## src/lr_shift_reduce_parse_engine_macros.svh

```systemverilog
// Assertion macros for the LR shift-reduce parse engine.
// Used by the top level; needs no other file.
`ifndef LR_SHIFT_REDUCE_PARSE_ENGINE_MACROS_SVH
`define LR_SHIFT_REDUCE_PARSE_ENGINE_MACROS_SVH

// Same-cycle implication, disabled while reset is asserted.
`define LRPE_ASSERT_IMP(label, clk, rst_n, ante, cons) \
	label: assert property (@(posedge clk) disable iff (!rst_n) (ante) |-> (cons)) \
		else $error("lrpe: assertion failed");

// Next-cycle implication, disabled while reset is asserted.
`define LRPE_ASSERT_NXT(label, clk, rst_n, ante, cons) \
	label: assert property (@(posedge clk) disable iff (!rst_n) (ante) |=> (cons)) \
		else $error("lrpe: assertion failed");

`endif

```

## src/lrpe_pkg.sv

```systemverilog
// Shared constants, codes and controller/datapath interface types of the parse engine.
// Depends on nothing; every other file but the macros header uses it by scoped names.
`default_nettype none

package lrpe_pkg;

	localparam int NUM_RULES    = 256;
	localparam int STACK_DEPTH  = 64;
	localparam int MAX_RULE_LEN = 16;
	localparam int RED_LIMIT    = 63;

	localparam int STATE_W = 8;
	localparam int SYM_W   = 7;
	localparam int RULE_W  = 8;
	localparam int LEN_W   = 5;
	localparam int KIND_W  = 2;
	localparam int EV_W    = 3;
	localparam int PADDR_W = 3;
	localparam int PDATA_W = 32;

	localparam int TBL_AW  = STATE_W + SYM_W;
	localparam int RULE_AW = $clog2(NUM_RULES);
	localparam int STK_AW  = $clog2(STACK_DEPTH);
	localparam int CNT_W   = STK_AW + 1;
	localparam int RED_W   = $clog2(RED_LIMIT + 1);

	typedef enum logic [1:0] {
		ACT_TBL     = 2'd0,
		ACT_RULE    = 2'd1,
		ACT_TOKEN   = 2'd2,
		ACT_RESTART = 2'd3
	} act_t;

	typedef enum logic [KIND_W-1:0] {
		KIND_EMPTY  = 2'd0,
		KIND_SHIFT  = 2'd1,
		KIND_GOTO   = 2'd2,
		KIND_REDUCE = 2'd3
	} kind_t;

	typedef enum logic [EV_W-1:0] {
		EV_SHIFT    = 3'd0,
		EV_REDUCE   = 3'd1,
		EV_ACCEPT   = 3'd2,
		EV_SYNTAX   = 3'd3,
		EV_OVERFLOW = 3'd4,
		EV_LIMIT    = 3'd5
	} ev_t;

	typedef enum logic [1:0] {
		FIN_RUN  = 2'd0,
		FIN_ACC  = 2'd1,
		FIN_FAIL = 2'd2
	} fin_t;

	// Operand selection for a result.
	typedef enum logic [2:0] {
		FMT_SHIFT,
		FMT_TOK,
		FMT_HEAD_BB,
		FMT_RED_EXP,
		FMT_RED_GOTO,
		FMT_CUR_ROOT,
		FMT_CUR_HEAD
	} fmt_t;

	typedef enum logic [3:0] {
		S_CLEAR,
		S_IDLE,
		S_LOOK,
		S_ACT,
		S_RULE,
		S_POP,
		S_PUSH,
		S_GOTO,
		S_ACC,
		S_SERR
	} state_t;

	typedef struct packed {
		logic [KIND_W-1:0]  kind;
		logic [STATE_W-1:0] target;
	} entry_t;

	typedef struct packed {
		logic [LEN_W-1:0] len;
		logic [SYM_W-1:0] head;
	} rule_t;

	typedef struct packed {
		logic [SYM_W-1:0]   sym;
		logic [STATE_W-1:0] st;
	} stk_t;

	typedef struct packed {
		logic clear_wr;
		logic tbl_wr;
		logic rule_wr;
		logic restart;
		logic tok_ld;
		logic look_rd;
		logic goto_rd;
		logic rule_rd;
		logic stack_rd;
		logic push_shift;
		logic push_reduce;
		logic cur_goto;
		logic exp_cur;
		logic exp_stack;
		logic fin_we;
		fin_t fin_val;
		logic emit;
		ev_t  emit_ev;
		fmt_t emit_fmt;
		logic emit_last;
	} cmd_t;

	typedef struct packed {
		logic  running;
		logic  clear_last;
		logic  slot_free;
		kind_t kind;
		logic  red_limit;
		logic  rule_bad;
		logic  len_gt_cnt;
		logic  pop_ovf;
		logic  len_zero;
		logic  acc_shift;
		logic  acc_red;
		logic  stack_full;
	} stat_t;

endpackage

`default_nettype wire

```

## src/lrpe_ctrl.sv

```systemverilog
// Controller state machine of the parse engine: sequences lookups, pops, pushes and results.
// Depends on lrpe_pkg; drives the datapath through cmd_t and reads stat_t.
`default_nettype none

module lrpe_ctrl (
	input  wire logic            clk,
	input  wire logic            arst_n,
	input  wire logic            in_valid,
	input  wire logic [1:0]      action,
	output logic                 in_stall,
	input  wire lrpe_pkg::stat_t stat,
	output lrpe_pkg::cmd_t       cmd
);

	lrpe_pkg::state_t state_q;
	lrpe_pkg::state_t state_nx;
	lrpe_pkg::act_t   act;
	logic             take;

	assign act      = lrpe_pkg::act_t'(action);
	assign in_stall = (state_q != lrpe_pkg::S_IDLE);
	assign take     = in_valid && (state_q == lrpe_pkg::S_IDLE);

	always_ff @(posedge clk or negedge arst_n) begin
		if (!arst_n) begin
			state_q <= lrpe_pkg::S_CLEAR;
		end else begin
			state_q <= state_nx;
		end
	end

	always_comb begin
		state_nx = state_q;
		unique case (state_q)
			lrpe_pkg::S_CLEAR: begin
				if (stat.clear_last) state_nx = lrpe_pkg::S_IDLE;
			end
			lrpe_pkg::S_IDLE: begin
				if (take && act == lrpe_pkg::ACT_TOKEN && stat.running) begin
					state_nx = lrpe_pkg::S_LOOK;
				end
			end
			lrpe_pkg::S_LOOK: state_nx = lrpe_pkg::S_ACT;
			lrpe_pkg::S_ACT: begin
				if (stat.slot_free) begin
					state_nx = lrpe_pkg::S_IDLE;
					if (stat.kind == lrpe_pkg::KIND_SHIFT) begin
						if (!stat.stack_full && stat.acc_shift) state_nx = lrpe_pkg::S_ACC;
					end else if (stat.kind == lrpe_pkg::KIND_REDUCE) begin
						if (!stat.red_limit && !stat.rule_bad) state_nx = lrpe_pkg::S_RULE;
					end
				end
			end
			lrpe_pkg::S_RULE: begin
				if (stat.slot_free) begin
					if (stat.len_gt_cnt || stat.pop_ovf) state_nx = lrpe_pkg::S_IDLE;
					else if (stat.len_zero) state_nx = lrpe_pkg::S_PUSH;
					else state_nx = lrpe_pkg::S_POP;
				end
			end
			lrpe_pkg::S_POP: state_nx = lrpe_pkg::S_PUSH;
			lrpe_pkg::S_PUSH: begin
				if (stat.slot_free) begin
					state_nx = stat.acc_red ? lrpe_pkg::S_ACC : lrpe_pkg::S_GOTO;
				end
			end
			lrpe_pkg::S_GOTO: begin
				if (stat.slot_free) begin
					state_nx = (stat.kind == lrpe_pkg::KIND_GOTO) ? lrpe_pkg::S_LOOK
						: lrpe_pkg::S_SERR;
				end
			end
			lrpe_pkg::S_ACC: begin
				if (stat.slot_free) state_nx = lrpe_pkg::S_IDLE;
			end
			lrpe_pkg::S_SERR: begin
				if (stat.slot_free) state_nx = lrpe_pkg::S_IDLE;
			end
			default: state_nx = lrpe_pkg::S_IDLE;
		endcase
	end

	always_comb begin
		cmd = '0;
		unique case (state_q)
			lrpe_pkg::S_CLEAR: cmd.clear_wr = 1'b1;
			lrpe_pkg::S_IDLE: begin
				if (take) begin
					cmd.tbl_wr  = (act == lrpe_pkg::ACT_TBL);
					cmd.rule_wr = (act == lrpe_pkg::ACT_RULE);
					cmd.restart = (act == lrpe_pkg::ACT_RESTART);
					cmd.tok_ld  = (act == lrpe_pkg::ACT_TOKEN) && stat.running;
				end
			end
			lrpe_pkg::S_LOOK: cmd.look_rd = 1'b1;
			lrpe_pkg::S_ACT: begin
				if (stat.slot_free) begin
					cmd.emit      = 1'b1;
					cmd.emit_last = 1'b1;
					cmd.emit_fmt  = lrpe_pkg::FMT_TOK;
					cmd.emit_ev   = lrpe_pkg::EV_SYNTAX;
					cmd.fin_we    = 1'b1;
					cmd.fin_val   = lrpe_pkg::FIN_FAIL;
					if (stat.kind == lrpe_pkg::KIND_SHIFT) begin
						if (stat.stack_full) begin
							cmd.emit_ev = lrpe_pkg::EV_OVERFLOW;
						end else begin
							cmd.push_shift = 1'b1;
							cmd.emit_fmt   = lrpe_pkg::FMT_SHIFT;
							cmd.emit_ev    = lrpe_pkg::EV_SHIFT;
							cmd.emit_last  = !stat.acc_shift;
							cmd.fin_we     = 1'b0;
						end
					end else if (stat.kind == lrpe_pkg::KIND_REDUCE) begin
						if (stat.red_limit) begin
							cmd.emit_ev = lrpe_pkg::EV_LIMIT;
						end else if (!stat.rule_bad) begin
							cmd.rule_rd = 1'b1;
							cmd.emit    = 1'b0;
							cmd.fin_we  = 1'b0;
						end
					end
				end
			end
			lrpe_pkg::S_RULE: begin
				if (stat.slot_free) begin
					if (stat.len_gt_cnt || stat.pop_ovf) begin
						cmd.emit      = 1'b1;
						cmd.emit_last = 1'b1;
						cmd.fin_we    = 1'b1;
						cmd.fin_val   = lrpe_pkg::FIN_FAIL;
						if (stat.len_gt_cnt) begin
							cmd.emit_fmt = lrpe_pkg::FMT_TOK;
							cmd.emit_ev  = lrpe_pkg::EV_SYNTAX;
						end else begin
							cmd.emit_fmt = lrpe_pkg::FMT_HEAD_BB;
							cmd.emit_ev  = lrpe_pkg::EV_OVERFLOW;
						end
					end else if (stat.len_zero) begin
						cmd.exp_cur = 1'b1;
					end else begin
						cmd.stack_rd = 1'b1;
					end
				end
			end
			lrpe_pkg::S_POP: cmd.exp_stack = 1'b1;
			lrpe_pkg::S_PUSH: begin
				if (stat.slot_free) begin
					cmd.push_reduce = 1'b1;
					if (stat.acc_red) begin
						cmd.emit     = 1'b1;
						cmd.emit_fmt = lrpe_pkg::FMT_RED_EXP;
						cmd.emit_ev  = lrpe_pkg::EV_REDUCE;
					end else begin
						cmd.goto_rd = 1'b1;
					end
				end
			end
			lrpe_pkg::S_GOTO: begin
				if (stat.slot_free) begin
					cmd.emit    = 1'b1;
					cmd.emit_ev = lrpe_pkg::EV_REDUCE;
					if (stat.kind == lrpe_pkg::KIND_GOTO) begin
						cmd.cur_goto = 1'b1;
						cmd.emit_fmt = lrpe_pkg::FMT_RED_GOTO;
					end else begin
						cmd.emit_fmt = lrpe_pkg::FMT_RED_EXP;
					end
				end
			end
			lrpe_pkg::S_ACC: begin
				if (stat.slot_free) begin
					cmd.emit      = 1'b1;
					cmd.emit_last = 1'b1;
					cmd.emit_fmt  = lrpe_pkg::FMT_CUR_ROOT;
					cmd.emit_ev   = lrpe_pkg::EV_ACCEPT;
					cmd.fin_we    = 1'b1;
					cmd.fin_val   = lrpe_pkg::FIN_ACC;
				end
			end
			lrpe_pkg::S_SERR: begin
				if (stat.slot_free) begin
					cmd.emit      = 1'b1;
					cmd.emit_last = 1'b1;
					cmd.emit_fmt  = lrpe_pkg::FMT_CUR_HEAD;
					cmd.emit_ev   = lrpe_pkg::EV_SYNTAX;
					cmd.fin_we    = 1'b1;
					cmd.fin_val   = lrpe_pkg::FIN_FAIL;
				end
			end
			default: cmd = '0;
		endcase
	end

endmodule

`default_nettype wire

```

## config.mk

```make
export PLATFORM = sky130hd
export DESIGN_NAME = lrpe_ctrl
export DESIGN_NICKNAME = d
export VERILOG_FILES = /design/src/lr_shift_reduce_parse_engine_macros.svh /design/src/lrpe_pkg.sv /design/src/lrpe_ctrl.sv
export SDC_FILE = /design/constraint.sdc
export NUM_CORES = 1
export LEC_CHECK = 0
export BUFFER_PORTS_ARGS = -buffer_cell sky130_fd_sc_hd__buf_2
export CORE_AREA = 2 2 44 46
export CTS_CLUSTER_DIAMETER = 30
export DETAILED_ROUTE_END_ITERATION = 8
export DIE_AREA = 0 0 46 48
export PLACE_DENSITY = 0.79
export SLEW_MARGIN = 30
export SYNTH_ARGS = -nofsm -noshare
export SYNTH_HDL_FRONTEND = slang
export SYNTH_SLANG_ARGS = --single-unit
```

## constraint.sdc

```tcl
create_clock -name clk -period 2.6 [get_ports clk]
set_clock_uncertainty 0.05 [all_clocks]
set_input_delay 0.52 -clock clk [delete_from_list [all_inputs] [get_ports clk]]
set_output_delay 0.52 -clock clk [all_outputs]
set_load 0.02 [all_outputs]
```

# == Word level (Yosys, flattened, before mapping) ==
# Cells that the tools add are included.
# totals
reg_bits,4
in_bits,18
wordCells,111
# op_classes
eq_ne,23
n_mux,72
n_reduce_logical,15
# op_table
op,n
two-way mux 4 bit,15
two-way mux 11 bit,5
case mux 7 bit (6 select lines),1
case mux 4 bit (9 select lines),1
two-way mux 1 bit,35
two-way mux 3 bit,7
two-way mux 7 bit,3
"== test 4 x 3 -> 1 bit, second input constant",4
case mux 3 bit (4 select lines),1
"!= test 2 bit, second input constant",5
"== test 2 bit, second input constant",4
"== test 4 x 2 -> 1 bit, second input constant",2
"== test 4 bit, second input constant",2
AND reduction 7 bit,1
logical AND 1 bit,6
two-way mux 6 bit,1
"== test 2 x 1 -> 1 bit, second input constant",2
"== test 4 x 1 -> 1 bit, second input constant",1
logical NOT 1 bit,4
logical NOT 4 bit,1
two-way mux 2 bit,2
"!= test 2 x 1 -> 1 bit, second input constant",2
"!= test 4 x 1 -> 1 bit, second input constant",1
case mux 1 bit (4 select lines),1
3 further kinds,3

# == Logic depth before layout (Yosys ltp) ==
# depth
ltp_word,7
depth_mapped,6
depth_no_buf,4

# == Worst setup path before layout ==
# No wires, ideal clock.
# synth_timing
path_type,reg-to-output
from,reg state_q[1]
to,out cmd[16] (netlist bit)
t_arrival_ps,1484
required_time_ps,2030
slack_ps,546
path_stages_with_launch,5
path_buffers,1
path_cell_list,dfrtp_1 -> buf_2 -> nor2_1 -> and3_2 -> nor3b_1
# synth_lines
element,line_no,text
"start, declared",lrpe_ctrl.sv:15,lrpe_pkg::state_t state_q;
"start signal, assigned",lrpe_ctrl.sv:26,state_q <= lrpe_pkg::S_CLEAR;
"start signal, assigned",lrpe_ctrl.sv:28,state_q <= state_nx;
"end, declared",lrpe_ctrl.sv:12,output lrpe_pkg::cmd_t cmd

==> out/summary.txt <==
Status = finished clean
Reg with most FFs = state_q
Post-detail-place hpwl = 1.83 mm
TritonCTS buffer count = 3
Initial Utilization = 43.8%
Area Growth Syn to Fin = 33.0%
CTS Hold Bufs = 0
Syn. warnings = 0
Mapped Cells = 103
Achievable frequency = 0.411 GHz
Crit start category = register
Per-cell routed wire length = 13.8 um
Vias = 949
Hold Fails Final Rpt = 0
Layout cell share with drive strength beyond 1 = 44.9%
Switching Power = 551 uW
Max FFs per register = 4
I/O pins = 44
Clock sink total = 4
Fin util = 58.2%
CP Cell Sequence = nand2_1 > nor4b_2 > nand2_1 > o2111ai_1 > buf_2
Final instance area = 983 um2
Leak = 0.000510 uW
Clock Latency Late Sink = 240 ps
Post-synth top cells = 12 x nor2_1, 10 x nand2_1, 7 x a21oi_1
Share of the synthesized area in the top cell type = 13.5%
TritonCTS clock tree = built
Flop and latch count out of synthesis = 4
Critical Path RT = 2030 ps
Switching share of power = 53.8%
Crit Path Class = reg2out
Iteration-0 DRC Markers = 25
Final min period = 2430 ps
Area after DPL = 961 um2
RSZ-0062 raised after global routing = no
Pin count of the biggest net entering global routing = 15
DRC Markers = 0
Height of the die = 48 um
Top cell type by total area after synthesis = dfrtp_1
Post-CTS Setup Bufs = 0
Die X = 46 um
Global-route wire length before repair = 3.47 mm
Most common cell on crit path = nand2_1
Worst-Margin Slew = 441 ps
CP max FO = 14
Ys async rst share = 100%
Crit. End Element = output pin
# diodes = 0
Part of the power in combinational logic = 77.2%
Final Setup Violations = 0
Worst path max stage delay = 600 ps
Most Used Layer, Global Route = met2
Sequential area share after synthesis = 13.5%
Vias/cell = 5.79
PD cells = 1040 nW/um2
Initial antenna violation count = 0
Grt ovf = 0
Placer congestion estimate = 0.906
Nets = 167
MaxCap Viol Count = 0
Regs by FF count = state_q x4
Clk root buf = clkbuf_4
VDD IR-drop max = 0.546 mV
Max clock buf depth = 2
Tcrit/Tclk final = 93.6%
Fin Setup TNS = 0 ps
Hold crit path type = in2async
Yosys cell types = 44
Die area = 2210 um2
Number of routed nets with antenna violations = 0
M2 GR Usage = 37.2%
CTS-repair resized insts = 0
Share of power burned in registers = 15.1%
Synth Net Count = 121
Top-count cell post-synth = nor2_1
Top delay family on crit path = simple AND/OR/NAND/NOR gates
Met1 Track Usage GR = 27.6%
Slew HR = 70.6%
TritonRoute pass-1 iters = 4
H-tree depth = 1
IO Port Bufs = 43
Buf/Inv on CP = 1
Post-Syn Area = 739 um2
Worst EP arrival = 1860 ps
Clk pwr share = 7.7%
EDFF count, synth = 0
Gr usage total = 21.7%
Top_reg_cell synth = dfrtp_1
Most area-consuming cells after synthesis = dfrtp_1 14%, nor2_1 6.1%, nand2_1 5.1%
Syn_area_per_cell = 7.18 um2
CTS clk-pin slew, worst paths = 40 ps
Fin. max-slew vios = 0
Number of global-route vias before repair = 807
Met3 GRT Util = 3.02%
Core area = 1690 um2
Core Rows = 15
Slowest cell on crit path = dfrtp_1
Total length of routed wires = 2.27 mm
P_int = 473 uW
cell families after synthesis:
group	share of synthesized area, %
simple gates	49.7
compound gates	25.7
buf+inv	7.61
flops	13.5
mux	3.38
worst reg2reg max path: cells and delay by family (launching register included):
kind                   cells  cell delay (ps)
DFF                        1              580
muxes                      1              330
buffers and inverters      1              230
AOI/OAI and AO/OA          1              140
and+or+nand+nor            2              490
per-stage QoR:
stage          cells  setup WS, ps  hold WS, ps  power, uW
6_report         164           165         21.5       1020
5_1_grt          164          51.2         26.2       1110
4_1_cts          164           181         26.1       1020
3_5_place_dp     161           429          274        939
3_3_place_gp     161           479          275        928
2_1_floorplan    103           546          174        756
layout by cell type (no fill, tap or decap), types with 2 or more instances in the layout:
cell type / Yosys / routed
nand2b_1: 3 / 3
nor4b_2: 2 / 2
o2111ai_1: 2 / 2
nand2_1: 10 / 10
and4bb_2: 2 / 2
and2_1: 2 / 2
nand3_1: 4 / 4
a21oi_1: 7 / 7
o21ai_0: 5 / 5
buf_4: 0 / 3
nor2_1: 12 / 12
buf_2: 3 / 43
or2_2: 4 / 4
and3_2: 2 / 2
inv_1: 5 / 5
o21ai_1: 2 / 2
nor2b_1: 2 / 2
clkbuf_4: 0 / 3
nor3_1: 5 / 5
dfrtp_1: 4 / 4
area by class of cell:
| type | count | area (um2) |
|---|---|---|
| well taps | 17 | 21.3 |
| inverters | 5 | 18.8 |
| fillers | 174 | 706 |
| flip-flops and latches | 4 | 100 |
| multi-input cells | 89 | 583 |
| repair buffers | 46 | 238 |
| clock buffers | 3 | 22.5 |
final timing paths:
check                           start         end  slack, ps  cells after the start
min reg2reg                state_q[2]  state_q[2]        670                      2
min                            arst_n  state_q[1]         20                      1
max                        state_q[1]      cmd[1]        170                      5
min in group clk           state_q[2]  state_q[2]        670                      2
max in group asynchronous      arst_n  state_q[0]       2360                      1
max reg2reg                state_q[0]  state_q[1]        670                      5
routing by layer:
layer  share of wire [%]  vias up
li1                    -      467
met1                  42      432
met2                  51       47
met3                 6.1        3
met4                0.93        0
met5                   0        -
power by group through the flow:
| stage | Combinational (uW) | Sequential (uW) | Clock (uW) |
|---|---|---|---|
| finish | 790 | 155 | 78.6 |
| global route | 865 | 160 | 81.5 |
| CTS | 789 | 151 | 78.4 |
| detailed placement | 786 | 153 | 0 |
| global placement | 777 | 152 | 0 |
| floorplan | 641 | 115 | 0 |
(Power assumes the default switching activity.)
