==> config.mk <==
export PLATFORM = sky130hd
export DESIGN_NAME = lrpe_cfg_regs
export DESIGN_NICKNAME = d
export VERILOG_FILES = /design/src/lr_shift_reduce_parse_engine_macros.svh /design/src/lrpe_pkg.sv /design/src/lrpe_cfg_regs.sv
export SDC_FILE = /design/constraint.sdc
export NUM_CORES = 1
export LEC_CHECK = 0
export BUFFER_PORTS_ARGS = -buffer_cell sky130_fd_sc_hd__buf_2
export CAP_MARGIN = 25
export CORE_MARGIN = 1.5
export CORE_UTILIZATION = 29
export DETAILED_ROUTE_END_ITERATION = 12
export PLACE_DENSITY = 0.79
export SLEW_MARGIN = 20
export SYNTH_ARGS = -nofsm -noshare
export SYNTH_HDL_FRONTEND = slang
export SYNTH_SLANG_ARGS = --single-unit
==> constraint.sdc <==
create_clock -name clk -period 0.9 [get_ports clk]
set_input_delay 0.135 -clock clk [delete_from_list [all_inputs] [get_ports clk]]
set_output_delay 0.135 -clock clk [all_outputs]
set_load 0.03 [all_outputs]
==> src/lr_shift_reduce_parse_engine_macros.svh <==
// Assertion macros for the LR shift-reduce parse engine.
// Used by the top level; needs no other file.
`ifndef LR_SHIFT_REDUCE_PARSE_ENGINE_MACROS_SVH
`define LR_SHIFT_REDUCE_PARSE_ENGINE_MACROS_SVH

// Same-cycle implication, disabled while reset is asserted.
`define LRPE_ASSERT_IMP(label, clk, rst_n, ante, cons) \
	label: assert property (@(posedge clk) disable iff (!rst_n) (ante) |-> (cons)) \
		else $error("lrpe: assertion failed");

// Next-cycle implication, disabled while reset is asserted.
`define LRPE_ASSERT_NXT(label, clk, rst_n, ante, cons) \
	label: assert property (@(posedge clk) disable iff (!rst_n) (ante) |=> (cons)) \
		else $error("lrpe: assertion failed");

`endif

==> src/lrpe_pkg.sv <==
// Shared constants, codes and controller/datapath interface types of the parse engine.
// Depends on nothing; every other file but the macros header uses it by scoped names.
`default_nettype none

package lrpe_pkg;

	localparam int NUM_RULES    = 256;
	localparam int STACK_DEPTH  = 64;
	localparam int MAX_RULE_LEN = 16;
	localparam int RED_LIMIT    = 63;

	localparam int STATE_W = 8;
	localparam int SYM_W   = 7;
	localparam int RULE_W  = 8;
	localparam int LEN_W   = 5;
	localparam int KIND_W  = 2;
	localparam int EV_W    = 3;
	localparam int PADDR_W = 3;
	localparam int PDATA_W = 32;

	localparam int TBL_AW  = STATE_W + SYM_W;
	localparam int RULE_AW = $clog2(NUM_RULES);
	localparam int STK_AW  = $clog2(STACK_DEPTH);
	localparam int CNT_W   = STK_AW + 1;
	localparam int RED_W   = $clog2(RED_LIMIT + 1);

	typedef enum logic [1:0] {
		ACT_TBL     = 2'd0,
		ACT_RULE    = 2'd1,
		ACT_TOKEN   = 2'd2,
		ACT_RESTART = 2'd3
	} act_t;

	typedef enum logic [KIND_W-1:0] {
		KIND_EMPTY  = 2'd0,
		KIND_SHIFT  = 2'd1,
		KIND_GOTO   = 2'd2,
		KIND_REDUCE = 2'd3
	} kind_t;

	typedef enum logic [EV_W-1:0] {
		EV_SHIFT    = 3'd0,
		EV_REDUCE   = 3'd1,
		EV_ACCEPT   = 3'd2,
		EV_SYNTAX   = 3'd3,
		EV_OVERFLOW = 3'd4,
		EV_LIMIT    = 3'd5
	} ev_t;

	typedef enum logic [1:0] {
		FIN_RUN  = 2'd0,
		FIN_ACC  = 2'd1,
		FIN_FAIL = 2'd2
	} fin_t;

	// Operand selection for a result.
	typedef enum logic [2:0] {
		FMT_SHIFT,
		FMT_TOK,
		FMT_HEAD_BB,
		FMT_RED_EXP,
		FMT_RED_GOTO,
		FMT_CUR_ROOT,
		FMT_CUR_HEAD
	} fmt_t;

	typedef enum logic [3:0] {
		S_CLEAR,
		S_IDLE,
		S_LOOK,
		S_ACT,
		S_RULE,
		S_POP,
		S_PUSH,
		S_GOTO,
		S_ACC,
		S_SERR
	} state_t;

	typedef struct packed {
		logic [KIND_W-1:0]  kind;
		logic [STATE_W-1:0] target;
	} entry_t;

	typedef struct packed {
		logic [LEN_W-1:0] len;
		logic [SYM_W-1:0] head;
	} rule_t;

	typedef struct packed {
		logic [SYM_W-1:0]   sym;
		logic [STATE_W-1:0] st;
	} stk_t;

	typedef struct packed {
		logic clear_wr;
		logic tbl_wr;
		logic rule_wr;
		logic restart;
		logic tok_ld;
		logic look_rd;
		logic goto_rd;
		logic rule_rd;
		logic stack_rd;
		logic push_shift;
		logic push_reduce;
		logic cur_goto;
		logic exp_cur;
		logic exp_stack;
		logic fin_we;
		fin_t fin_val;
		logic emit;
		ev_t  emit_ev;
		fmt_t emit_fmt;
		logic emit_last;
	} cmd_t;

	typedef struct packed {
		logic  running;
		logic  clear_last;
		logic  slot_free;
		kind_t kind;
		logic  red_limit;
		logic  rule_bad;
		logic  len_gt_cnt;
		logic  pop_ovf;
		logic  len_zero;
		logic  acc_shift;
		logic  acc_red;
		logic  stack_full;
	} stat_t;

endpackage

`default_nettype wire

==> src/lrpe_cfg_regs.sv <==
// APB-style configuration register file of the parse engine (root symbol).
// Depends on lrpe_pkg.
`default_nettype none

module lrpe_cfg_regs (
	input  wire logic                          clk,
	input  wire logic                          arst_n,
	input  wire logic                          psel,
	input  wire logic                          penable,
	input  wire logic                          pwrite,
	input  wire logic [lrpe_pkg::PADDR_W-1:0] paddr,
	input  wire logic [lrpe_pkg::PDATA_W-1:0] pwdata,
	output logic      [lrpe_pkg::PDATA_W-1:0] prdata,
	output logic                               pready,
	output logic      [lrpe_pkg::SYM_W-1:0]   root
);

	logic [lrpe_pkg::SYM_W-1:0] root_q;
	logic                       sel_root;

	assign sel_root = (paddr[lrpe_pkg::PADDR_W-1] == 1'b0);
	assign pready   = 1'b1;
	assign root     = root_q;

	always_ff @(posedge clk or negedge arst_n) begin
		if (!arst_n) begin
			root_q <= '0;
		end else if (psel && penable && pwrite && sel_root) begin
			root_q <= pwdata[lrpe_pkg::SYM_W-1:0];
		end
	end

	always_comb begin
		prdata = '0;
		if (sel_root) begin
			prdata[lrpe_pkg::SYM_W-1:0] = root_q;
		end
	end

endmodule

`default_nettype wire

# Word-level counts from Yosys, hierarchy flattened
# Cells that the tools add are included.
[classes] addsub=0 mul=0 div_mod_pow=0 magnitude_cmp=0 eq_ne=0 n_shift=0 muxes=1 bitwise_logic=1 n_reduce_logical=3
[op_table] cell="two-way mux 7 bit" n=1
[op_table] cell="logical AND 1 bit" n=3
[op_table] cell="inverter 1 bit" n=1
[word_totals] register_bits=7 latchBits=0 ramBits=0 romBits=0 input_bits=40 output_inout_bits=40 word_cells=6 memories=0

# Depth between registers and ports, before layout
# Gate-level depths: netlist of the first run.
[depth] word_depth=3 ltp_mapped=2

# Worst setup path after synthesis of the first run
# No wires, ideal clock.
[synth_path] path_kind="reg-to-output" from="register root_q, in the netlist root[0]" to="output prdata[0] (netlist bit)" arrival_ns=0.782 t_required_ns=0.765 path_slack_ns=-0.017 path_stages_with_launch=2 n_path_buf=0 path_cell_list="dfrtp_1 > and2b_2"
[synth_via] elab_chain_len=1
[synth_rtl] element="from (decl)" line_no="lrpe_cfg_regs.sv:18" text="logic [lrpe_pkg::SYM_W-1:0] root_q;"
[synth_rtl] element="from (signal assigned)" line_no="lrpe_cfg_regs.sv:29" text="root_q <= pwdata[lrpe_pkg::SYM_W-1:0];"
[synth_rtl] element="two-way mux 7 bit" line_no="lrpe_cfg_regs.sv:35" text="if (sel_root) begin"
[synth_rtl] element="to (decl)" line_no="lrpe_cfg_regs.sv:13" text="output logic [lrpe_pkg::PDATA_W-1:0] prdata,"
# Every way passes these cells.

# Final worst setup path of the first run
[layout_path] from="register root_q, in the netlist root[1]" to="output prdata[1] (netlist bit)"
# Same word-level chain as after synthesis.

==> results of run 1 <==
## per-layer routing
layer  part of all wire (%)  track usage [%]  wire [um]  vias to the layer above
li1                       -                -          -                      183
met1                     31             8.47        331                      192
met2                     62             20.6        657                       26
met3                    6.9             3.53         73                        0
met4                      0             3.43          0                        0
met5                      0                0          0                        -
## layout make-up
class                      instances  area share [%]
clock buffer                       4            3.13
multi-input combinational         41            32.0
sequential                         7            21.9
tap                               25            3.73
timing repair buffer              37            39.2
## stage by stage
stage / worst slack (ns) / utilization [%] / hold slack, ns / setup TNS, ns / instance area, um^2
final: -0.214 / 48.1 / 0.118 / -2.41 / 840
after detailed placement: -0.0469 / 35.6 / -0.0191 / -0.292 / 622
after global placement: -0.0225 / 35.6 / -0.0236 / -0.169 / 622
after floorplan: 0.0273 / - / -0.161 / 0 / 641
after CTS: -0.213 / 46.4 / 0.114 / -2.40 / 810
after global routing: -0.252 / 48.1 / 0.112 / -2.86 / 840
## cells in the mapped netlist
master	number	area share [%]
and2b_2	7	11
buf_4	26	36
conb_1	2	1.4
dfrtp_1	7	32
mux2_2	7	15
nand4b_4	1	4.4
## power groups by stage
stage	clock network [mW]	registers, mW	logic, mW
after floorplan	0	0.587	0.427
after global placement	0	0.441	0.640
after detailed placement	0	0.446	0.652
after CTS	0.294	0.432	0.948
after global routing	0.316	0.446	1.05
final	0.285	0.438	1.00
## worst register-to-register path: cells and delay by family, from the launching register on
| kind | cells | cell delay, ns |
|---|---|---|
| DFF | 1 | 0.40 |
| muxes | 1 | 0.24 |
| buffers and inverters | 2 | 0.22 |
## timing repair
item | CTS | global route
gates cloned | 0 | 0
hold buffers | 1 | 0
buffers inserted | 7 | 1
endpoints found under the setup margin | 14 | 18
hold endpoints to repair | 7 | 0
pin swaps | 0 | 0
gates resized for setup | 31 | 6
## worst paths after layout
kind                       cells after the start  slack, ns   endpoint       from
setup / recovery                               2      -0.21  prdata[1]    root[1]
hold / removal                                 2       0.12    root[5]  pwdata[5]
setup reg to reg                               3      -0.08    root[6]    root[6]
hold reg to reg                                2       0.61    root[5]    root[5]
max in group asynchronous                      2       0.47    root[1]     arst_n
min in group asynchronous                      2       0.25    root[5]     arst_n
## layout by cell type, fill, tap and decap left out
| cell | instances |
|---|---|
| and2b_2 | 7 |
| buf_2 | 12 |
| buf_4 | 3 |
| buf_6 | 21 |
| clkbuf_1 | 1 |
| clkbuf_4 | 3 |
| conb_1 | 26 |
| dfrtp_2 | 7 |
| dlygate4sd3_1 | 1 |
| mux2_2 | 5 |
| mux2_4 | 2 |
| nand4b_4 | 1 |
## logic make-up after synthesis
family	share of synthesized area, %
buffers and inverters	36.0
DFF	32.3
muxes	14.6
and+or+nand+nor	15.7
other	1.39
==> Flow_metrics.wiki, run 1 <==
{| class="wikitable"
! Metric !! Value
|-
| Via count of the first global-routing pass || 350
|-
| Setup repair after global routing missed its margin || yes
|-
| Post-Route WL || 1060 um
|-
| Initial DRT Pass Iterations || 3
|-
| DRC violation total after the first TritonRoute iteration || 1
|-
| Remaining global-route overflow || 0
|-
| Average detailed-routed wire length per instance || 9.32 um
|-
| VDD IR-drop max || 0.624 mV
|-
| Number of routed nets with antenna violations || 0
|-
| Data arrival time of the worst path || 0.98 ns
|-
| Critical Setup Path Class || reg -> out
|-
| Yosys reg bits || 7
|-
| Seq/Total Area, Yosys || 32.3%
|-
| Via-per-instance ratio || 3.52
|-
| Psw || 0.692 mW
|-
| Half-perimeter wire length after detailed placement || 785 um
|-
| Post-route setup slack || -0.214 ns
|-
| Bufs on Longest Clock Path || 2
|-
| Clock Power Share || 16.5%
|-
| Power per unit of standard cell area || 2060 nW/um^2
|-
| Final Skew || 0 ns
|-
| Num ports || 80
|-
| Cell count after synthesis || 50
|-
| Overall global routing resource usage || 10.0%
|-
| Count of max-cap constraint violations || 0
|-
| Crit share post-route || 124%
|-
| Slowest cell on crit path || dfrtp_2
|-
| CTS Sinks || 7
|-
| Startpoint class of the critical path || register
|-
| Die span in y || 46.2 um
|-
| Sequential Area || 184 um^2
|-
| Required time of the critical path || 0.76 ns
|-
| TritonCTS clock tree || built
|-
| Antenna diode count || 0
|-
| Status || finished with violations
|-
| Static power due to leakage || 0.462 nW
|-
| Buf/Inv on CP || 1
|-
| Series of cell instances along the critical path || and2b_2 > buf_6
|-
| Final setup violating endpoints || 15
|-
| Flip-flop count of the largest register, all copies and words added || 7
|-
| First-pass GRT wire length || 1460 um
|-
| Inserted Clock Buffers || 3
|-
| Clock slew seen by the registers of the worst setup and hold paths || 0.06 ns
|-
| Avg Synthesized Cell Area || 10.8 um^2
|-
| Core Box Area || 1750 um^2
|-
| Count of placed standard cells in the final layout, fillers left out || 114
|-
| Largest fanout on the critical path || 2
|-
| Pin count of the biggest net entering global routing || 8
|-
| Distinct cell type count of the synthesized netlist || 6
|-
| Overall Power || 1.73 mW
|-
| Delay of the slowest cell on the worst path || 0.40 ns
|-
| Root Buffer Master || clkbuf_4
|-
| Level count of the clock H-tree || 1
|-
| Area of the multi-input gates || 269 um^2
|-
| Area enclosed by the die boundary || 2140 um^2
|-
| Proportion of layout cells with a drive suffix above 1 || 68.5%
|-
| Port buffer count || 26
|-
| Crit-path leading delay family || flip-flops
|-
| Failing checks || setup timing
|-
| Number of antenna violations at the first check in global routing || 0
|-
| Syn. warnings || 0
|-
| Achievable clock frequency || 898 MHz
|-
| Layout Nets || 130
|-
| Cell-internal power || 1.04 mW
|-
| Kind of path behind the tightest hold check || in -> reg
|-
| Starting utilization of the core area || 31.0%
|-
| Vias after detailed routing || 401
|-
| Comb pwr share || 58.1%
|-
| Number of max-slew violations in the final report || 0
|-
| Placer's final routability congestion estimate || 0.625
|-
| Synthesized cell area || 542 um^2
|-
| Crit. End Element || primary output
|-
| DRC Markers || 0
|-
| Fill cell count || 162
|-
| Switching share of power || 40.0%
|-
| Post-synthesis to final-layout area growth || 55.0%
|-
| Die width || 46.2 um
|-
| Row cnt || 15
|-
| Clock latency on the worst-skew pair || 0.24 ns
|-
| Final Hold Viols || 0
|-
| Part of the total power dissipated in sequential elements || 25.4%
|-
| Minimum period implied by the final worst setup slack || 1.11 ns
|-
| Placed Instances || 101
|}
Power figures use the tool's default switching activity.
==> inputs of run 2 (changes only) <==
--- a/config.mk
+++ b/config.mk
@@ -5,12 +5,14 @@
 export SDC_FILE = /design/constraint.sdc
 export NUM_CORES = 1
 export LEC_CHECK = 0
+export ABC_AREA = 0
 export BUFFER_PORTS_ARGS = -buffer_cell sky130_fd_sc_hd__buf_2
 export CAP_MARGIN = 25
-export CORE_MARGIN = 1.5
-export CORE_UTILIZATION = 29
+export CORE_MARGIN = 3
+export CORE_UTILIZATION = 30
+export CTS_BUF_LIST = sky130_fd_sc_hd__clkbuf_8
 export DETAILED_ROUTE_END_ITERATION = 12
-export PLACE_DENSITY = 0.79
+export PLACE_DENSITY = 0.82
 export SLEW_MARGIN = 20
 export SYNTH_ARGS = -nofsm -noshare
 export SYNTH_HDL_FRONTEND = slang
==> run 2 against run 1 <==
Effect of this change: clock power grew 54%; first-iteration DRC count grew to 6.0 times the previous value; via count is 4.0% higher; largest cell class unchanged; the run still ends with setup timing left; highest routed layer is now met4; count of clock-buffer cells in the layout decreased by 1; worst hold slack gained 0.021 ns.
==> Flow_metrics.wiki, run 2 (synthesized netlist as in run 1, its figures left out) <==
{| class="wikitable"
! Metric !! Value
|-
| Row cnt || 14
|-
| Startpoint class of the critical path || register
|-
| Level count of the clock H-tree || 1
|-
| Antenna diode count || 0
|-
| Post-route setup slack || -0.221 ns
|-
| Crit-path leading delay family || flip-flops
|-
| Crit. End Element || primary output
|-
| Pin count of the biggest net entering global routing || 8
|-
| Proportion of layout cells with a drive suffix above 1 || 67.4%
|-
| Minimum period implied by the final worst setup slack || 1.12 ns
|-
| Flip-flop count of the largest register, all copies and words added || 7
|-
| Data arrival time of the worst path || 0.99 ns
|-
| Largest fanout on the critical path || 2
|-
| Number of routed nets with antenna violations || 0
|-
| Inserted Clock Buffers || 3
|-
| Port buffer count || 26
|-
| Static power due to leakage || 0.470 nW
|-
| Post-synthesis to final-layout area growth || 55.7%
|-
| Comb pwr share || 52.6%
|-
| Required time of the critical path || 0.76 ns
|-
| Via count of the first global-routing pass || 412
|-
| Starting utilization of the core area || 34.0%
|-
| Final setup violating endpoints || 17
|-
| VDD IR-drop max || 1.22 mV
|-
| Post-Route WL || 1330 um
|-
| Delay of the slowest cell on the worst path || 0.41 ns
|-
| Psw || 0.733 mW
|-
| Area enclosed by the die boundary || 2350 um^2
|-
| Overall global routing resource usage || 10.5%
|-
| Count of max-cap constraint violations || 0
|-
| Clock latency on the worst-skew pair || 0.23 ns
|-
| Bufs on Longest Clock Path || 2
|-
| Number of antenna violations at the first check in global routing || 0
|-
| Placer's final routability congestion estimate || 0.665
|-
| Aggregate negative setup slack || -2.07 ns
|-
| CTS Sinks || 7
|-
| Die span in y || 48.5 um
|-
| Number of max-slew violations in the final report || 0
|-
| Cell-internal power || 1.14 mW
|-
| Remaining global-route overflow || 0
|-
| Most frequent cells in the layout || 26 x conb_1, 18 x buf_6, 12 x buf_2
|-
| TritonCTS clock tree || built
|-
| Initial DRT Pass Iterations || 4
|-
| Setup repair after global routing missed its margin || yes
|-
| Clock Power Share || 23.5%
|-
| Vias after detailed routing || 417
|-
| Critical Setup Path Class || reg -> out
|-
| Buf/Inv on CP || 1
|-
| Crit share post-route || 125%
|-
| DRC violation total after the first TritonRoute iteration || 6
|-
| Final Hold Viols || 0
|-
| Layout Nets || 127
|-
| Clock slew seen by the registers of the worst setup and hold paths || 0.04 ns
|-
| Core Box Area || 1590 um^2
|-
| Via-per-instance ratio || 3.79
|-
| Power per unit of standard cell area || 2220 nW/um^2
|-
| Achievable clock frequency || 892 MHz
|-
| Final Skew || 0 ns
|-
| Most common library cell in the layout ignoring fill and taps || conb_1
|-
| Failing checks || setup timing
|-
| Num ports || 80
|-
| Root Buffer Master || clkbuf_8
|-
| DRC Markers || 0
|-
| Die width || 48.5 um
|-
| First-pass GRT wire length || 1910 um
|-
| Part of the total power dissipated in sequential elements || 23.9%
|-
| Series of cell instances along the critical path || and2b_2 > buf_6
|-
| Switching share of power || 39.2%
|-
| Kind of path behind the tightest hold check || in -> reg
|-
| Slowest cell on crit path || dfrtp_2
|-
| Status || finished with violations
|-
| Final Util || 52.9%
|-
| Average detailed-routed wire length per instance || 12.1 um
|}
-- run 2: cell count changes in the layout (fill, tap and decap cells not counted), moves of 2 or more --
cell / previous run / this run
mux2_4: 2 / 4
mux2_2: 5 / 3
clkbuf_8: 0 / 3
buf_6: 21 / 18
clkbuf_4: 3 / 0
-- run 2: stage by stage --
stage                     cells  power, mW  setup slack [ns]  hold WS (ns)  area, um^2
after floorplan              74       1.01            0.0273        -0.161         641
after global placement       99       1.08           -0.0270       -0.0272         626
after CTS                   109       1.77            -0.194         0.134         801
after global routing        110       1.95            -0.239         0.143         843
after detailed placement     99       1.10           -0.0442       -0.0240         626
final                       110       1.87            -0.221         0.139         843
-- run 2: power by group through the flow --
stage	logic [mW]	registers [mW]	clock network, mW
3_3_place_gp	0.644	0.440	0
5_1_grt	1.03	0.457	0.466
6_report	0.984	0.448	0.439
4_1_cts	0.881	0.437	0.449
2_1_floorplan	0.427	0.587	0
3_5_place_dp	0.650	0.447	0
-- run 2: final timing paths --
kind,to,slack [ns],cells after the start,from
setup / recovery,prdata[6],-0.22,2,root[6]
hold / removal,root[1],0.14,2,pwdata[1]
setup reg to reg,root[0],-0.01,2,root[0]
hold reg to reg,root[5],0.55,1,root[5]
max in group asynchronous,root[5],0.42,2,arst_n
min in group asynchronous,root[6],0.31,2,arst_n
-- run 2: timing repair --
item,in CTS,in global routing
hold endpoints to repair,7,0
gates resized for setup,26,12
setup endpoints to repair,14,19
hold buffers,1,0
buffers inserted,5,1
-- run 2: area by class of cell --
type | count | area, um^2
Clock buffer | 3 | 41.3
Clock inverter | 1 | 3.75
Fill cell | 127 | 751
Multi-Input combinational cell | 41 | 277
Sequential cell | 7 | 184
Tap cell | 24 | 30.0
Timing Repair Buffer | 34 | 308
-- run 2: per-layer routing --
metal / up-vias / GRT usage [%] / wire, um
li1: 176 / - / -
met1: 194 / 9.52 / 485
met2: 45 / 19.7 / 606
met3: 2 / 3.99 / 234
met4: 0 / 5.69 / 2
met5: - / 0 / 0
==> inputs of run 3 (changes only) <==
--- a/config.mk
+++ b/config.mk
@@ -6,13 +6,13 @@
 export NUM_CORES = 1
 export LEC_CHECK = 0
 export ABC_AREA = 0
-export BUFFER_PORTS_ARGS = -buffer_cell sky130_fd_sc_hd__buf_2
 export CAP_MARGIN = 25
-export CORE_MARGIN = 3
-export CORE_UTILIZATION = 30
+export CORE_AREA = 3 3 40 42
 export CTS_BUF_LIST = sky130_fd_sc_hd__clkbuf_8
+export CTS_CLUSTER_DIAMETER = 80
 export DETAILED_ROUTE_END_ITERATION = 12
-export PLACE_DENSITY = 0.82
+export DIE_AREA = 0 0 43 45
+export DONT_BUFFER_PORTS = 1
 export SLEW_MARGIN = 20
 export SYNTH_ARGS = -nofsm -noshare
 export SYNTH_HDL_FRONTEND = slang
==> run 3 against run 2 <==
Effect of this change: the run still ends with setup timing left; setup slack better by 0.089 ns; final cell count down 31%; first-iteration DRC count down 83%; combinational power down 32%; sequential power up 2%; largest cell class is now multi-input gates; highest routed layer unchanged.
==> Flow_metrics.wiki, run 3 (synthesized netlist as in run 1, its figures left out) <==
{| class="wikitable"
! Metric !! Value
|-
| Required time of the critical path || 0.76 ns
|-
| Final Hold Viols || 0
|-
| First-pass GRT wire length || 1200 um
|-
| Area enclosed by the die boundary || 1940 um^2
|-
| DRC violation total after the first TritonRoute iteration || 1
|-
| Post-Route WL || 891 um
|-
| Static power due to leakage || 0.321 nW
|-
| Via-per-instance ratio || 3.93
|-
| Crit-path leading delay family || flip-flops
|-
| Level count of the clock H-tree || 1
|-
| Die span in y || 45 um
|-
| Setup repair after global routing missed its margin || yes
|-
| Clock slew seen by the registers of the worst setup and hold paths || 0.04 ns
|-
| Failing checks || setup timing
|-
| Minimum period implied by the final worst setup slack || 1.03 ns
|-
| Num ports || 80
|-
| Placed Instances || 70
|-
| Slowest cell on crit path || dfrtp_2
|-
| Inserted Clock Buffers || 3
|-
| Critical Setup Path Class || reg -> out
|-
| Number of routed nets with antenna violations || 0
|-
| Vias after detailed routing || 299
|-
| Final setup violating endpoints || 14
|-
| Proportion of layout cells with a drive suffix above 1 || 54.1%
|-
| Post-synthesis to final-layout area growth || 11.1%
|-
| Post-place setup slack || 0.0765 ns
|-
| Die width || 43 um
|-
| Clock latency on the worst-skew pair || 0.23 ns
|-
| Most common library cell in the layout ignoring fill and taps || conb_1
|-
| Core Box Area || 1280 um^2
|-
| Placer's final routability congestion estimate || 0.561
|-
| Achievable clock frequency || 969 MHz
|-
| Power per unit of standard cell area || 2580 nW/um^2
|-
| Starting utilization of the core area || 42.2%
|-
| Crit share post-route || 115%
|-
| Post-route setup slack || -0.132 ns
|-
| Startpoint class of the critical path || register
|-
| Half-perimeter wire length after detailed placement || 714 um
|-
| Pin count of the biggest net entering global routing || 9
|-
| Non-Filler Cell Area, Final || 602 um^2
|-
| Placed cell area || 517 um^2
|-
| Aggregate negative setup slack || -0.980 ns
|-
| Status || finished with violations
|-
| Layout Nets || 102
|-
| DRC Markers || 0
|-
| Initial DRT Pass Iterations || 2
|-
| Most frequent cells in the layout || 26 x conb_1, 7 x and2b_2, 7 x mux2_2, 7 x dfrtp_2, 6 x buf_6
|-
| Row cnt || 13
|-
| VDD IR-drop max || 1.06 mV
|-
| CTS Sinks || 7
|-
| Number of max-slew violations in the final report || 0
|-
| Series of cell instances along the critical path || and2b_2
|-
| Kind of path behind the tightest hold check || in -> reg
|-
| Delay of the slowest cell on the worst path || 0.41 ns
|-
| Flip-flop count of the largest register, all copies and words added || 7
|-
| Bufs on Longest Clock Path || 2
|-
| Antenna diode count || 0
|-
| Final Skew || 0 ns
|-
| Data arrival time of the worst path || 0.90 ns
|-
| Port buffer count || 0
|-
| Root Buffer Master || clkbuf_8
|-
| Largest fanout on the critical path || 3
|-
| Buf/Inv on CP || 0
|-
| Count of max-cap constraint violations || 0
|-
| Via count of the first global-routing pass || 275
|-
| Crit. End Element || primary output
|-
| Count of placed standard cells in the final layout, fillers left out || 76
|-
| Remaining global-route overflow || 0
|-
| TritonCTS clock tree || built
|-
| Hold WS || 0.0563 ns
|-
| Average detailed-routed wire length per instance || 11.7 um
|-
| Number of antenna violations at the first check in global routing || 0
|-
| Overall global routing resource usage || 8.91%
|}
-- run 3: changes by cell type in the layout (fill, tap and decap cells not counted) --
cell and delta:
buf_12 -1, buf_2 -12, buf_6 -12, mux2_2 +4, mux2_4 -4
-- run 3: worst paths after layout --
check	start	end	slack [ns]	cells after the start
min in group asynchronous	arst_n	root[2]	0.24	1
worst max register to register	root[3]	root[3]	0	2
max in group asynchronous	arst_n	root[6]	0.40	1
worst max-delay path	root[3]	prdata[3]	-0.13	1
worst min register to register	root[6]	root[6]	0.53	1
worst min-delay path	pwdata[0]	root[0]	0.06	1
-- run 3: power by group --
| group | total (mW) | switching [mW] | internal [mW] |
|---|---|---|---|
| clock | 0.431 | 0.136 | 0.295 |
| sequential | 0.456 | 0.0565 | 0.399 |
| combinational | 0.668 | 0.441 | 0.226 |
| total | 1.55 | 0.634 | 0.921 |
-- run 3: routing by layer --
metal | track usage [%] | part of all wire, %
met4 | 5.42 | 1.3
met3 | 6.37 | 18
met2 | 13.8 | 50
met5 | 0 | 0
met1 | 8.66 | 30
-- run 3: layout make-up --
cell class | count | area (um^2)
Fill cell | 129 | 683
Multi-Input combinational cell | 41 | 262
Sequential cell | 7 | 184
Timing Repair Buffer | 9 | 92.6
Clock buffer | 3 | 41.3
Tap cell | 15 | 18.8
Clock inverter | 1 | 3.75
-- run 3: metrics by stage --
step	utilization, %	total power [mW]
after floorplan	-	1.01
after CTS	45.4	1.54
after detailed placement	40.2	1.06
after global placement	40.2	1.05
final	46.8	1.55
after global routing	46.8	1.63
-- run 3: what timing repair did --
| action | CTS | global route |
|---|---|---|
| hold buffers | 1 | 0 |
| resized for setup | 3 | 3 |
| endpoints found under the hold margin | 7 | 0 |
| setup endpoints to repair | 14 | 14 |
| buffers inserted | 0 | 1 |
